--- src/sv/jtsm_pkg.sv ---
`timescale 1ns / 1ps
// ----------------------------------------------------------------------------
// jtsm_pkg
// Shared types and constants of the calibrated joystick-to-servo mapper.
// ----------------------------------------------------------------------------
package jtsm_pkg;

   localparam int NUM_AXES = 4;

   localparam logic [10:0] PULSE_MIN  = 11'd500;
   localparam logic [10:0] PULSE_MAX  = 11'd2000;
   localparam logic [10:0] BIAS_LIMIT = 11'd750;

   // floor(v * 1500 / 1023) == (v * SCALE_MULT) >> SCALE_SHIFT for every 10-bit v
   localparam logic [31:0] SCALE_MULT  = 32'd3148804500;
   localparam int          SCALE_SHIFT = 31;

   localparam logic [1:0] MODE_RIGHT = 2'h1;
   localparam logic [1:0] MODE_LEFT  = 2'h2;

   typedef logic [9:0]         axis_type;
   typedef logic [10:0]        scaled_type;
   typedef logic signed [11:0] bias_type;

   typedef struct packed {
      logic [9:0] right_x;
      logic [9:0] right_y;
      logic [9:0] left_x;
      logic [9:0] left_y;
      logic       right_cal_switch;
      logic       left_cal_switch;
      logic       save_button;
   } req_payload_type;

   typedef struct packed {
      logic [10:0] right_x_pulse;
      logic [10:0] right_y_pulse;
      logic [10:0] left_x_pulse;
      logic [10:0] left_y_pulse;
      logic        right_drive;
      logic        left_drive;
      logic        save_request;
   } rsp_payload_type;

   typedef struct packed {
      logic right_cal_switch;
      logic left_cal_switch;
      logic save_button;
   } ctl_type;

   typedef struct packed {
      logic right_drive;
      logic left_drive;
      logic save_request;
   } flags_type;

endpackage

--- src/sv/joystick_to_servo_calibrated_mapper_top.sv ---
`timescale 1ns / 1ps
// ----------------------------------------------------------------------------
// joystick_to_servo_calibrated_mapper_top
// Maps one joystick packet to four calibrated servo pulses and status flags.
//
// Input channel req_*: one packet per transaction, four 10-bit axes, two
// calibration switches and an active-low save button.
// Result channel rsp_*: one result per packet, four pulse widths in us
// (500..2000), a drive flag per stick and a save request.
// Four scaling lanes run in parallel, then a calibration stage applies the
// switch edges and updates the stored biases, then four clamp lanes.
// A packet passes the scale, calibration and clamp registers in turn. One
// packet per cycle while the receiver takes results; each stage holds one.
// When the receiver stalls, stages fill behind the held result and
// req_ready drops only once every stage is occupied.
// Reset clears all valid bits, both calibration modes and all biases.
// ----------------------------------------------------------------------------
module joystick_to_servo_calibrated_mapper_top
   import jtsm_pkg::*;
(
   input  logic            clock,
   input  logic            reset,
   input  logic            req_valid,
   output logic            req_ready,
   input  req_payload_type req_payload,
   output logic            rsp_valid,
   input  logic            rsp_ready,
   output rsp_payload_type rsp_payload
);

   logic en1;
   logic en2;
   logic en3;
   logic v1_ff;
   logic v2_ff;
   logic v3_ff;

   axis_type   [NUM_AXES-1:0] samples;
   scaled_type [NUM_AXES-1:0] scaled1;
   scaled_type [NUM_AXES-1:0] scaled2;
   bias_type   [NUM_AXES-1:0] bias2;
   logic       [10:0]         pulse3 [NUM_AXES];
   ctl_type                   ctl_ff;
   ctl_type                   ctl_in;
   flags_type                 flags2;
   flags_type                 flags_ff;

   assign en3       = !v3_ff || rsp_ready;
   assign en2       = !v2_ff || en3;
   assign en1       = !v1_ff || en2;
   assign req_ready = en1;
   assign rsp_valid = v3_ff;

   assign samples = {req_payload.left_y, req_payload.left_x,
                     req_payload.right_y, req_payload.right_x};

   assign ctl_in = '{right_cal_switch: req_payload.right_cal_switch,
                     left_cal_switch:  req_payload.left_cal_switch,
                     save_button:      req_payload.save_button};

   always_ff @(posedge clock) begin
      if (reset) begin
         v1_ff <= 1'b0;
         v2_ff <= 1'b0;
         v3_ff <= 1'b0;
      end else begin
         if (en1) begin
            v1_ff <= req_valid;
         end
         if (en2) begin
            v2_ff <= v1_ff;
         end
         if (en3) begin
            v3_ff <= v2_ff;
         end
      end
   end

   always_ff @(posedge clock) begin
      if (en1) begin
         ctl_ff <= ctl_in;
      end
      if (en3) begin
         flags_ff <= flags2;
      end
   end

   for (genvar i = 0; i < NUM_AXES; i++) begin : g_scale
      jtsm_scale u_scale (
         .clock     (clock),
         .enable    (en1),
         .sample    (samples[i]),
         .scaled_ff (scaled1[i])
      );
   end

   jtsm_cal u_cal (
      .clock     (clock),
      .reset     (reset),
      .enable    (en2),
      .update    (v1_ff && en2),
      .scaled    (scaled1),
      .ctl       (ctl_ff),
      .scaled_ff (scaled2),
      .bias_ff   (bias2),
      .flags_ff  (flags2)
   );

   for (genvar i = 0; i < NUM_AXES; i++) begin : g_clamp
      jtsm_clamp u_clamp (
         .clock    (clock),
         .enable   (en3),
         .scaled   (scaled2[i]),
         .bias     (bias2[i]),
         .pulse_ff (pulse3[i])
      );
   end

   always_comb begin
      rsp_payload.right_x_pulse = pulse3[0];
      rsp_payload.right_y_pulse = pulse3[1];
      rsp_payload.left_x_pulse  = pulse3[2];
      rsp_payload.left_y_pulse  = pulse3[3];
      rsp_payload.right_drive   = flags_ff.right_drive;
      rsp_payload.left_drive    = flags_ff.left_drive;
      rsp_payload.save_request  = flags_ff.save_request;
   end

   save_needs_idle_a : assert property (@(posedge clock) disable iff (reset)
      rsp_valid && rsp_payload.save_request |->
         rsp_payload.right_drive && rsp_payload.left_drive)
      else $error("save request while a stick calibrates");

   pulse_range_a : assert property (@(posedge clock) disable iff (reset)
      rsp_valid |->
         (rsp_payload.right_x_pulse >= PULSE_MIN) && (rsp_payload.right_x_pulse <= PULSE_MAX)
         && (rsp_payload.left_y_pulse >= PULSE_MIN) && (rsp_payload.left_y_pulse <= PULSE_MAX))
      else $error("pulse outside servo range");

   no_stall_ready_a : assert property (@(posedge clock) disable iff (reset)
      !rsp_valid |-> req_ready)
      else $error("input blocked with empty output stage");

   accept_latency_a : assert property (@(posedge clock) disable iff (reset)
      req_valid && req_ready && !rsp_valid |=> ##1 v2_ff)
      else $error("accepted transaction lost in pipeline");

endmodule

--- src/sv/jtsm_scale.sv ---
`timescale 1ns / 1ps
// ----------------------------------------------------------------------------
// jtsm_scale
// One axis lane: maps a 10-bit sample onto 500..2000 us, registered.
// ----------------------------------------------------------------------------
module jtsm_scale
   import jtsm_pkg::*;
(
   input  logic       clock,
   input  logic       enable,
   input  axis_type   sample,
   output scaled_type scaled_ff
);

   logic [41:0] product;
   scaled_type  scaled_in;

   always_comb begin
      product   = 42'(sample) * 42'(SCALE_MULT);
      scaled_in = product[41:SCALE_SHIFT] + PULSE_MIN;
   end

   always_ff @(posedge clock) begin
      if (enable) begin
         scaled_ff <= scaled_in;
      end
   end

endmodule

--- src/sv/jtsm_cal.sv ---
`timescale 1ns / 1ps
// ----------------------------------------------------------------------------
// jtsm_cal
// Calibration merge stage: tracks stick modes, updates the four biases from
// the lanes' scaled values and derives the drive and save flags.
// ----------------------------------------------------------------------------
module jtsm_cal
   import jtsm_pkg::*;
(
   input  logic                      clock,
   input  logic                      reset,
   input  logic                      enable,
   input  logic                      update,
   input  scaled_type [NUM_AXES-1:0] scaled,
   input  ctl_type                   ctl,
   output scaled_type [NUM_AXES-1:0] scaled_ff,
   output bias_type   [NUM_AXES-1:0] bias_ff,
   output flags_type                 flags_ff
);

   logic [1:0]                calibrating_ff;
   logic [1:0]                calibrating_in;
   logic [1:0]                sw;
   bias_type   [NUM_AXES-1:0] stored_ff;
   bias_type   [NUM_AXES-1:0] stored_in;
   flags_type                 flags_in;

   assign sw             = {ctl.left_cal_switch, ctl.right_cal_switch};
   assign calibrating_in = sw;

   for (genvar i = 0; i < NUM_AXES; i++) begin : g_bias
      logic               mode;
      logic               swi;
      logic signed [12:0] diff;

      assign mode = (i >= NUM_AXES / 2) ? calibrating_ff[1] : calibrating_ff[0];
      assign swi  = (i >= NUM_AXES / 2) ? sw[1] : sw[0];

      always_comb begin
         diff = {stored_ff[i][11], stored_ff[i]} - {2'b00, scaled[i]};
         priority if (swi && !mode) begin
            stored_in[i] = (scaled[i] > BIAS_LIMIT) ? bias_type'(BIAS_LIMIT)
                                                    : bias_type'(scaled[i]);
         end else if (!swi && mode) begin
            if (diff < -$signed({2'b00, BIAS_LIMIT})) begin
               stored_in[i] = -bias_type'(BIAS_LIMIT);
            end else if (diff > $signed({2'b00, BIAS_LIMIT})) begin
               stored_in[i] = bias_type'(BIAS_LIMIT);
            end else begin
               stored_in[i] = diff[11:0];
            end
         end else begin
            stored_in[i] = stored_ff[i];
         end
      end
   end

   always_comb begin
      flags_in.right_drive  = !calibrating_in[0];
      flags_in.left_drive   = !calibrating_in[1];
      flags_in.save_request = (calibrating_in == 2'b00) && !ctl.save_button;
   end

   always_ff @(posedge clock) begin
      if (reset) begin
         calibrating_ff <= 2'b00;
         stored_ff      <= '0;
      end else if (update) begin
         calibrating_ff <= calibrating_in;
         stored_ff      <= stored_in;
      end
   end

   always_ff @(posedge clock) begin
      if (enable) begin
         scaled_ff <= scaled;
         bias_ff   <= stored_in;
         flags_ff  <= flags_in;
      end
   end

   for (genvar i = 0; i < NUM_AXES; i++) begin : g_chk
      bias_range_a : assert property (@(posedge clock) disable iff (reset)
         (stored_ff[i] <= bias_type'(BIAS_LIMIT)) && (stored_ff[i] >= -bias_type'(BIAS_LIMIT)))
         else $error("stored bias out of range");
   end

endmodule

--- src/sv/jtsm_clamp.sv ---
`timescale 1ns / 1ps
// ----------------------------------------------------------------------------
// jtsm_clamp
// One axis lane: adds the bias and clamps into the bias-dependent window.
// ----------------------------------------------------------------------------
module jtsm_clamp
   import jtsm_pkg::*;
(
   input  logic        clock,
   input  logic        enable,
   input  scaled_type  scaled,
   input  bias_type    bias,
   output logic [10:0] pulse_ff
);

   logic signed [12:0] sum;
   logic signed [12:0] twice;
   logic signed [12:0] lo;
   logic signed [12:0] hi;
   logic signed [12:0] value;

   always_comb begin
      sum   = $signed({2'b00, scaled}) + {bias[11], bias};
      twice = {bias, 1'b0};
      if (bias < 0) begin
         lo = $signed({2'b00, PULSE_MIN});
         hi = $signed({2'b00, PULSE_MAX}) + twice;
      end else begin
         lo = $signed({2'b00, PULSE_MIN}) + twice;
         hi = $signed({2'b00, PULSE_MAX});
      end
      priority if (sum < lo) begin
         value = lo;
      end else if (sum > hi) begin
         value = hi;
      end else begin
         value = sum;
      end
   end

   always_ff @(posedge clock) begin
      if (enable) begin
         pulse_ff <= value[10:0];
      end
   end

endmodule

--- config.mk ---
export PLATFORM = sky130hd
export DESIGN_NAME = joystick_to_servo_calibrated_mapper_top
export DESIGN_NICKNAME = d
export VERILOG_FILES = /design/src/sv/jtsm_pkg.sv /design/src/sv/joystick_to_servo_calibrated_mapper_top.sv /design/src/sv/jtsm_scale.sv /design/src/sv/jtsm_cal.sv /design/src/sv/jtsm_clamp.sv
export SDC_FILE = /design/constraint.sdc
export NUM_CORES = 2
export LEC_CHECK = 0
export BUFFER_PORTS_ARGS = -buffer_cell sky130_fd_sc_hd__clkbuf_2
export CELL_PAD_IN_SITES_DETAIL_PLACEMENT = 0
export CELL_PAD_IN_SITES_GLOBAL_PLACEMENT = 1
export CORE_MARGIN = 2
export CORE_UTILIZATION = 42
export CTS_CLUSTER_DIAMETER = 120
export CTS_CLUSTER_SIZE = 8
export DETAILED_ROUTE_END_ITERATION = 8
export PLACE_DENSITY_LB_ADDON = 0.1
export SYNTH_ARGS = -nofsm -noshare
export SYNTH_HDL_FRONTEND = slang
export SYNTH_SLANG_ARGS = --single-unit
--- constraint.sdc ---
create_clock -name clock -period 13.9 [get_ports clock]
set_input_delay 2.78 -clock clock [delete_from_list [all_inputs] [get_ports clock]]
set_output_delay 2.78 -clock clock [all_outputs]
set_load 0.01 [all_outputs]
Yosys cells after proc, flatten, opt, wreduce, memory -nomap -nowiden
Index checks and enable logic that the tools add are counted.
{"block": "word_totals", "wordCells": 135, "mem_bits_rw": 0, "mem_count": 0, "latchBits": 0, "register_bits": 242, "romBits": 0, "inputBits": 47}
{"block": "classes", "n_mux": 36, "reduce_logical": 18, "n_addsub": 20, "eq_ne": 0, "magnitude_cmp": 24, "mul": 4, "shifts": 0, "bitwise_logic": 0, "n_div": 0}
{"cell": "12-bit two-way mux", "n": 16}
{"cell": "10-bit by 30-bit multiplier with 40-bit output, second input constant", "n": 4}
{"cell": "11-bit two-way mux", "n": 12}
{"cell": "13-bit two-way mux", "n": 8}
{"cell": "10-bit by 13-bit adder with 13-bit output, first input constant", "n": 4}
{"cell": "12-bit by 12-bit adder with 13-bit output", "n": 4}
{"cell": "12-bit by 13-bit adder with 13-bit output, first input constant", "n": 4}
{"cell": "13-bit by 11-bit > comparator with 1-bit output, second input constant", "n": 4}
{"cell": "13-bit > comparator", "n": 4}
{"cell": "13-bit by 11-bit < comparator with 1-bit output, second input constant", "n": 4}
{"cell": "13-bit < comparator", "n": 4}
{"cell": "12-bit by 12-bit subtractor with 13-bit output", "n": 4}
{"cell": "12-bit by 1-bit < comparator with 1-bit output, second input constant", "n": 4}
{"cell": "11-bit by 9-bit adder with 11-bit output, second input constant", "n": 4}
{"cell": "11-bit by 10-bit > comparator with 1-bit output, second input constant", "n": 4}
{"cell": "1-bit zero test", "n": 8}
{"cell": "1-bit logical AND", "n": 6}
{"cell": "1-bit logical OR", "n": 3}
{"cell": "2-bit zero test", "n": 1}

Depth between registers and ports, before layout
{"block": "logic_depth", "word_depth": 6, "ltp_mapped": 27, "ltp_nobuf": 27}

Hierarchy
From an unflattened synthesis, not the netlist that was laid out.
{"block": "hier_totals", "hier_cells": 4208, "area_unflattened_um2": 38852.3}
{"mod": "jtsm_cal", "cells_per_inst": 1004, "n_inst": 1, "area_per_inst_um2": 9186.3}
{"mod": "jtsm_clamp", "cells_per_inst": 243, "n_inst": 4, "area_per_inst_um2": 2062.0}
{"mod": "jtsm_scale at g_scale[2].u_scale", "cells_per_inst": 576, "n_inst": 1, "area_per_inst_um2": 5406.4}
{"mod": "jtsm_scale at g_scale[3].u_scale", "cells_per_inst": 570, "n_inst": 1, "area_per_inst_um2": 5357.6}
{"mod": "jtsm_scale at g_scale[1].u_scale", "cells_per_inst": 547, "n_inst": 1, "area_per_inst_um2": 5252.5}
{"mod": "jtsm_scale at g_scale[0].u_scale", "cells_per_inst": 520, "n_inst": 1, "area_per_inst_um2": 5096.1}
{"mod": "joystick_to_servo_calibrated_mapper_top", "cells_per_inst": 19, "n_inst": 1, "area_per_inst_um2": 305.3}

Least setup slack after synthesis
No wires, ideal clock.
{"block": "synth_path", "path_type": "input -> register", "from": "in req_payload[30] (netlist name)", "to": "reg g_scale[1].u_scale.scaled_ff[10] (data pin)", "path_slack_ns": 5.477, "required_time_ns": 13.640, "n_path_buf": 0, "arrival_ns": 8.163, "stages": 24, "path_cell_list": "fa_1 -> inv_1 -> fa_1 -> inv_1 -> fa_1 -> inv_1 -> fa_1 -> inv_1 -> fa_1 -> ha_1 -> a211o_1 -> a21oi_1 -> a31oi_1 -> nor3_1 -> o21bai_1 -> a21oi_1 -> nor2b_1 -> nor2_1 -> xnor2_1 -> ha_1 -> o41ai_2 -> xor2_1 -> nand2_1 -> xnor2_1"}
{"block": "synth_via", "elab_chain_cells": 2}
{"element": "start, declared", "line_no": "joystick_to_servo_calibrated_mapper_top.sv:25", "rtl": "input req_payload_type req_payload,"}
{"element": "10-bit by 30-bit multiplier with 40-bit output", "line_no": "jtsm_scale.sv:19", "rtl": "product = 42'(sample) * 42'(SCALE_MULT);"}
{"element": "11-bit by 9-bit adder with 11-bit output", "line_no": "jtsm_scale.sv:20", "rtl": "scaled_in = product[41:SCALE_SHIFT] + PULSE_MIN;"}
{"element": "named net g_scale[1].u_scale.scaled_in[10]", "line_no": "jtsm_scale.sv:16", "rtl": "scaled_type scaled_in;"}
{"element": "end signal, assigned", "line_no": "jtsm_scale.sv:25", "rtl": "scaled_ff <= scaled_in;"}
{"element": "end, declared", "line_no": "jtsm_scale.sv:12", "rtl": "output scaled_type scaled_ff"}
The timed path passes the listed nets, and every way through them passes these cells.
A chain may end at the register's enable or synchronous reset.

Final worst setup path
{"block": "layout_path", "from": "in req_payload[31] (netlist name)", "to": "reg g_scale[1].u_scale.scaled_ff[10] (data pin)"}
Same word-level chain as after synthesis.

==> key figures <==
Synth
  • Post-synth EDFFs: around 190
  • Syn_nets: 4962
  • Ys async rst share: 0%
  • Netlist cell types: 98
  • Area leader, netlist: ha_1
  • Sequential fraction of the synthesis area: between 10% and 20%
  • FF+latch count, synth: 242
  • Syn Inst Count: 3932
  • Synth warnings: 0
  • Ranking of synthesized cells by area: ha_1 21%, fa_1 20%, edfxtp_1 16%
  • Share of the synthesized area in the top cell type: a little over a fifth
  • Synth Flop Type: edfxtp_1
  • Synthesized area: 0.0364 sq mm
  • Average cell area after synthesis: 9.27 sq um

STA
  • Rel. slew slack: 31.5%
  • RSZ-0062 raised after global routing: no
  • Final Setup Violations: 0
  • Final min period: 8.68 ns
  • Slew @ Worst Pin: 1.02 ns
  • Final hold violation count: 0
  • Fmax: 115 MHz
  • Max Slew Vio Count: 0
  • Final Cycle Share: about 62%
  • TNS Setup: 0 ns
  • PnR worst setup slack: 5.22 ns
  • Final Skew: around 0.026 ns

Clocking
  • Post-CTS sizing: 0
  • Setup Fix Bufs, Post-CTS: 0
  • CTS tree: yes
  • Sink Count: around 240
  • Cts bufs inserted: 36
  • Clock transition at path regs: 0.05 ns
  • Max clock buf depth: 3
  • Root Driver: clkbuf_16
  • CTS Hold Bufs: 0
  • H-Tree Depth: 2
  • Worst-skew pair later-pin latency: 0.56 ns

GRT
  • GRT Overall Usage: about a fifth
  • Global route overflow: 0
  • Largest net degree at the start of global routing: just over 70
  • First-pass GRT wire length: 148000 microns
  • Initial antenna violation count: 0
  • Vias in the first global route: 27.3k

Min path
  • Tightest Hold Check Type: register to register

Setup path
  • Crit Path Class: input pin to register
  • CP Launch Type: input pin
  • Slowest cell on the critical path: fa_1
  • Worst Path Required: 14.19 ns
  • Most used cell, CP: fa_1
  • Critical Path End Type: register
  • Worst path max stage delay: 0.69 ns
  • CP top delay family: adder cells
  • Critical path arrival: between 8 and 9 ns
  • Worst path bufs/invs: 5
  • CP Max Fanout: 10

Route
  • Post-Route WL: 91100 microns
  • Wire length per cell: 17.6 microns
  • Remaining DRCs: 0
  • Via count: 26.6k
  • 1st-iter DRT viols: 1149
  • Post-DR vias/cell: 5.13
  • Initial DRT Pass Iterations: 5
  • Post-route ant nets: 0

Placed design
  • GP Congestion: 0.875
  • Hpwl dp: about 76000 microns
  • Input/output buffers: 95
  • DP Area: 0.0382 sq mm
  • Dpl ws: about 4.6 ns

Die
  • FP Rows: 108
  • I/O pins: 96
  • Chip height: 299 microns
  • Core area: about 0.086 sq mm
  • Die area: 0.0891 sq mm
  • Die width: 299 microns
  • Effective utilization at floorplan: 42.2%

Cells and area
  • Diode count: 0
  • Share of cells above drive strength 1: 5.04%
  • Layout area overhead: 7.64%
  • Design area: 0.0392 sq mm
  • Final layout net count: 5031

Job
  • Maxcap violations: 0

Outcome
  • Status: complete, no violations
[registers in the layout, summed over array words and instances (netlist names)]
name                       cells
u_cal.stored_ff               48
rsp_payload                    3
rsp_valid                      1
u_cal.flags_ff                 3
ctl_ff                         3
u_cal.scaled_ff               44
g_scale.u_scale.scaled_ff     44
v1_ff                          1
u_cal.calibrating_ff           2
u_cal.bias_ff                 48
g_clamp.u_clamp.pulse_ff      44
v2_ff                          1
[synthesized netlist by cell type (16+ instances only)]
cell type and n:
a211oi_1 35, fa_1 366, o21bai_1 41, xor2_1 60, a31oi_1 20, o31ai_1 16, o21ai_0 151, edfxtp_1 189
a21o_1 88, ha_1 617, nand2_1 212, o21a_1 44, nand4_1 28, inv_1 780, nor4_1 18, a21oi_1 229
nor2_1 216, nor2b_1 36, nand2b_1 48, xnor2_1 124, and2_1 31, o22ai_1 23, clkbuf_1 70, mux2i_1 39
dfxtp_1 53, o211ai_1 18, or3_1 17, nand3_1 51, nor3_1 55, nand3b_1 16, and3_1 18
[placed cells by master (no fill, tap or decap), types with 41 or more instances in the layout]
master,n
inv_1,778
ha_1,617
fa_1,366
a21oi_1,229
nor2_1,216
nand2_1,210
edfxtp_1,189
o21ai_0,149
xnor2_1,124
clkbuf_2,95
a21o_1,88
xor2_1,60
nor3_1,55
dfxtp_1,53
nand3_1,51
nand2b_1,48
o21a_1,44
o21bai_1,41
[stage by stage]
| stage | instances | util (%) | hold slack, ns |
|---|---|---|---|
| after floorplan | 3932 | - | 0.400 |
| after global placement | 5118 | 44.2 | 0.403 |
| after detailed placement | 5118 | 44.2 | 0.405 |
| after CTS | 5182 | 45.4 | 0.415 |
| after global routing | 5182 | 45.4 | 0.432 |
| final | 5182 | 45.4 | 0.413 |
[cells by family (layout without fill, tap and decap cells)]
family / count (synthesis) / in the layout / share of synthesized area (%)
multiplexers: 42 / 42 / 1.16
adder cells (fa/ha/maj): 989 / 989 / 41.5
flip-flops: 242 / 242 / 18.5
buffers and inverters: 862 / 957 / 8.93
AND/OR/NAND/NOR: 806 / 806 / 10.9
XOR/XNOR: 184 / 184 / 4.42
AO/OA/AOI/OAI: 807 / 807 / 14.7
[path summary, 6_finish.rpt]
kind / from / end / slack, ns / cells after the start
worst max-delay path: req_payload[31] / g_scale[1].u_scale.scaled_ff[10] / 5.22 / 26
worst min-delay path: u_cal.flags_ff[2] / rsp_payload[2] / 0.41 / 0
worst max register to register: u_cal.bias_ff[24] / g_clamp[2].u_clamp.pulse_ff[1] / 8.43 / 19
worst min register to register: u_cal.flags_ff[2] / rsp_payload[2] / 0.41 / 0
[area by class of cell]
| type | count | area [sq um] |
|---|---|---|
| repair buffers | 112 | 603 |
| well taps | 1155 | 1450 |
| clock buffers | 62 | 1020 |
| fillers | 8475 | 47100 |
| clock inverters | 2 | 28.8 |
| flip-flops and latches | 242 | 6740 |
| inverters | 781 | 2930 |
| multi-input cells | 2828 | 26500 |
[layer usage]
layer  GRT usage (%)  part of all wire, %  routed length [microns]
met5               0                    0                        0
met3            1.96                  2.5                     2320
met4            4.70                  2.1                     1960
met1            28.8                   48                    44200
met2            34.9                   47                    42600
Power is left out: the tool's default activity adds up to more than one toggle a clock period on the data nets, which glitch-free logic cannot reach.
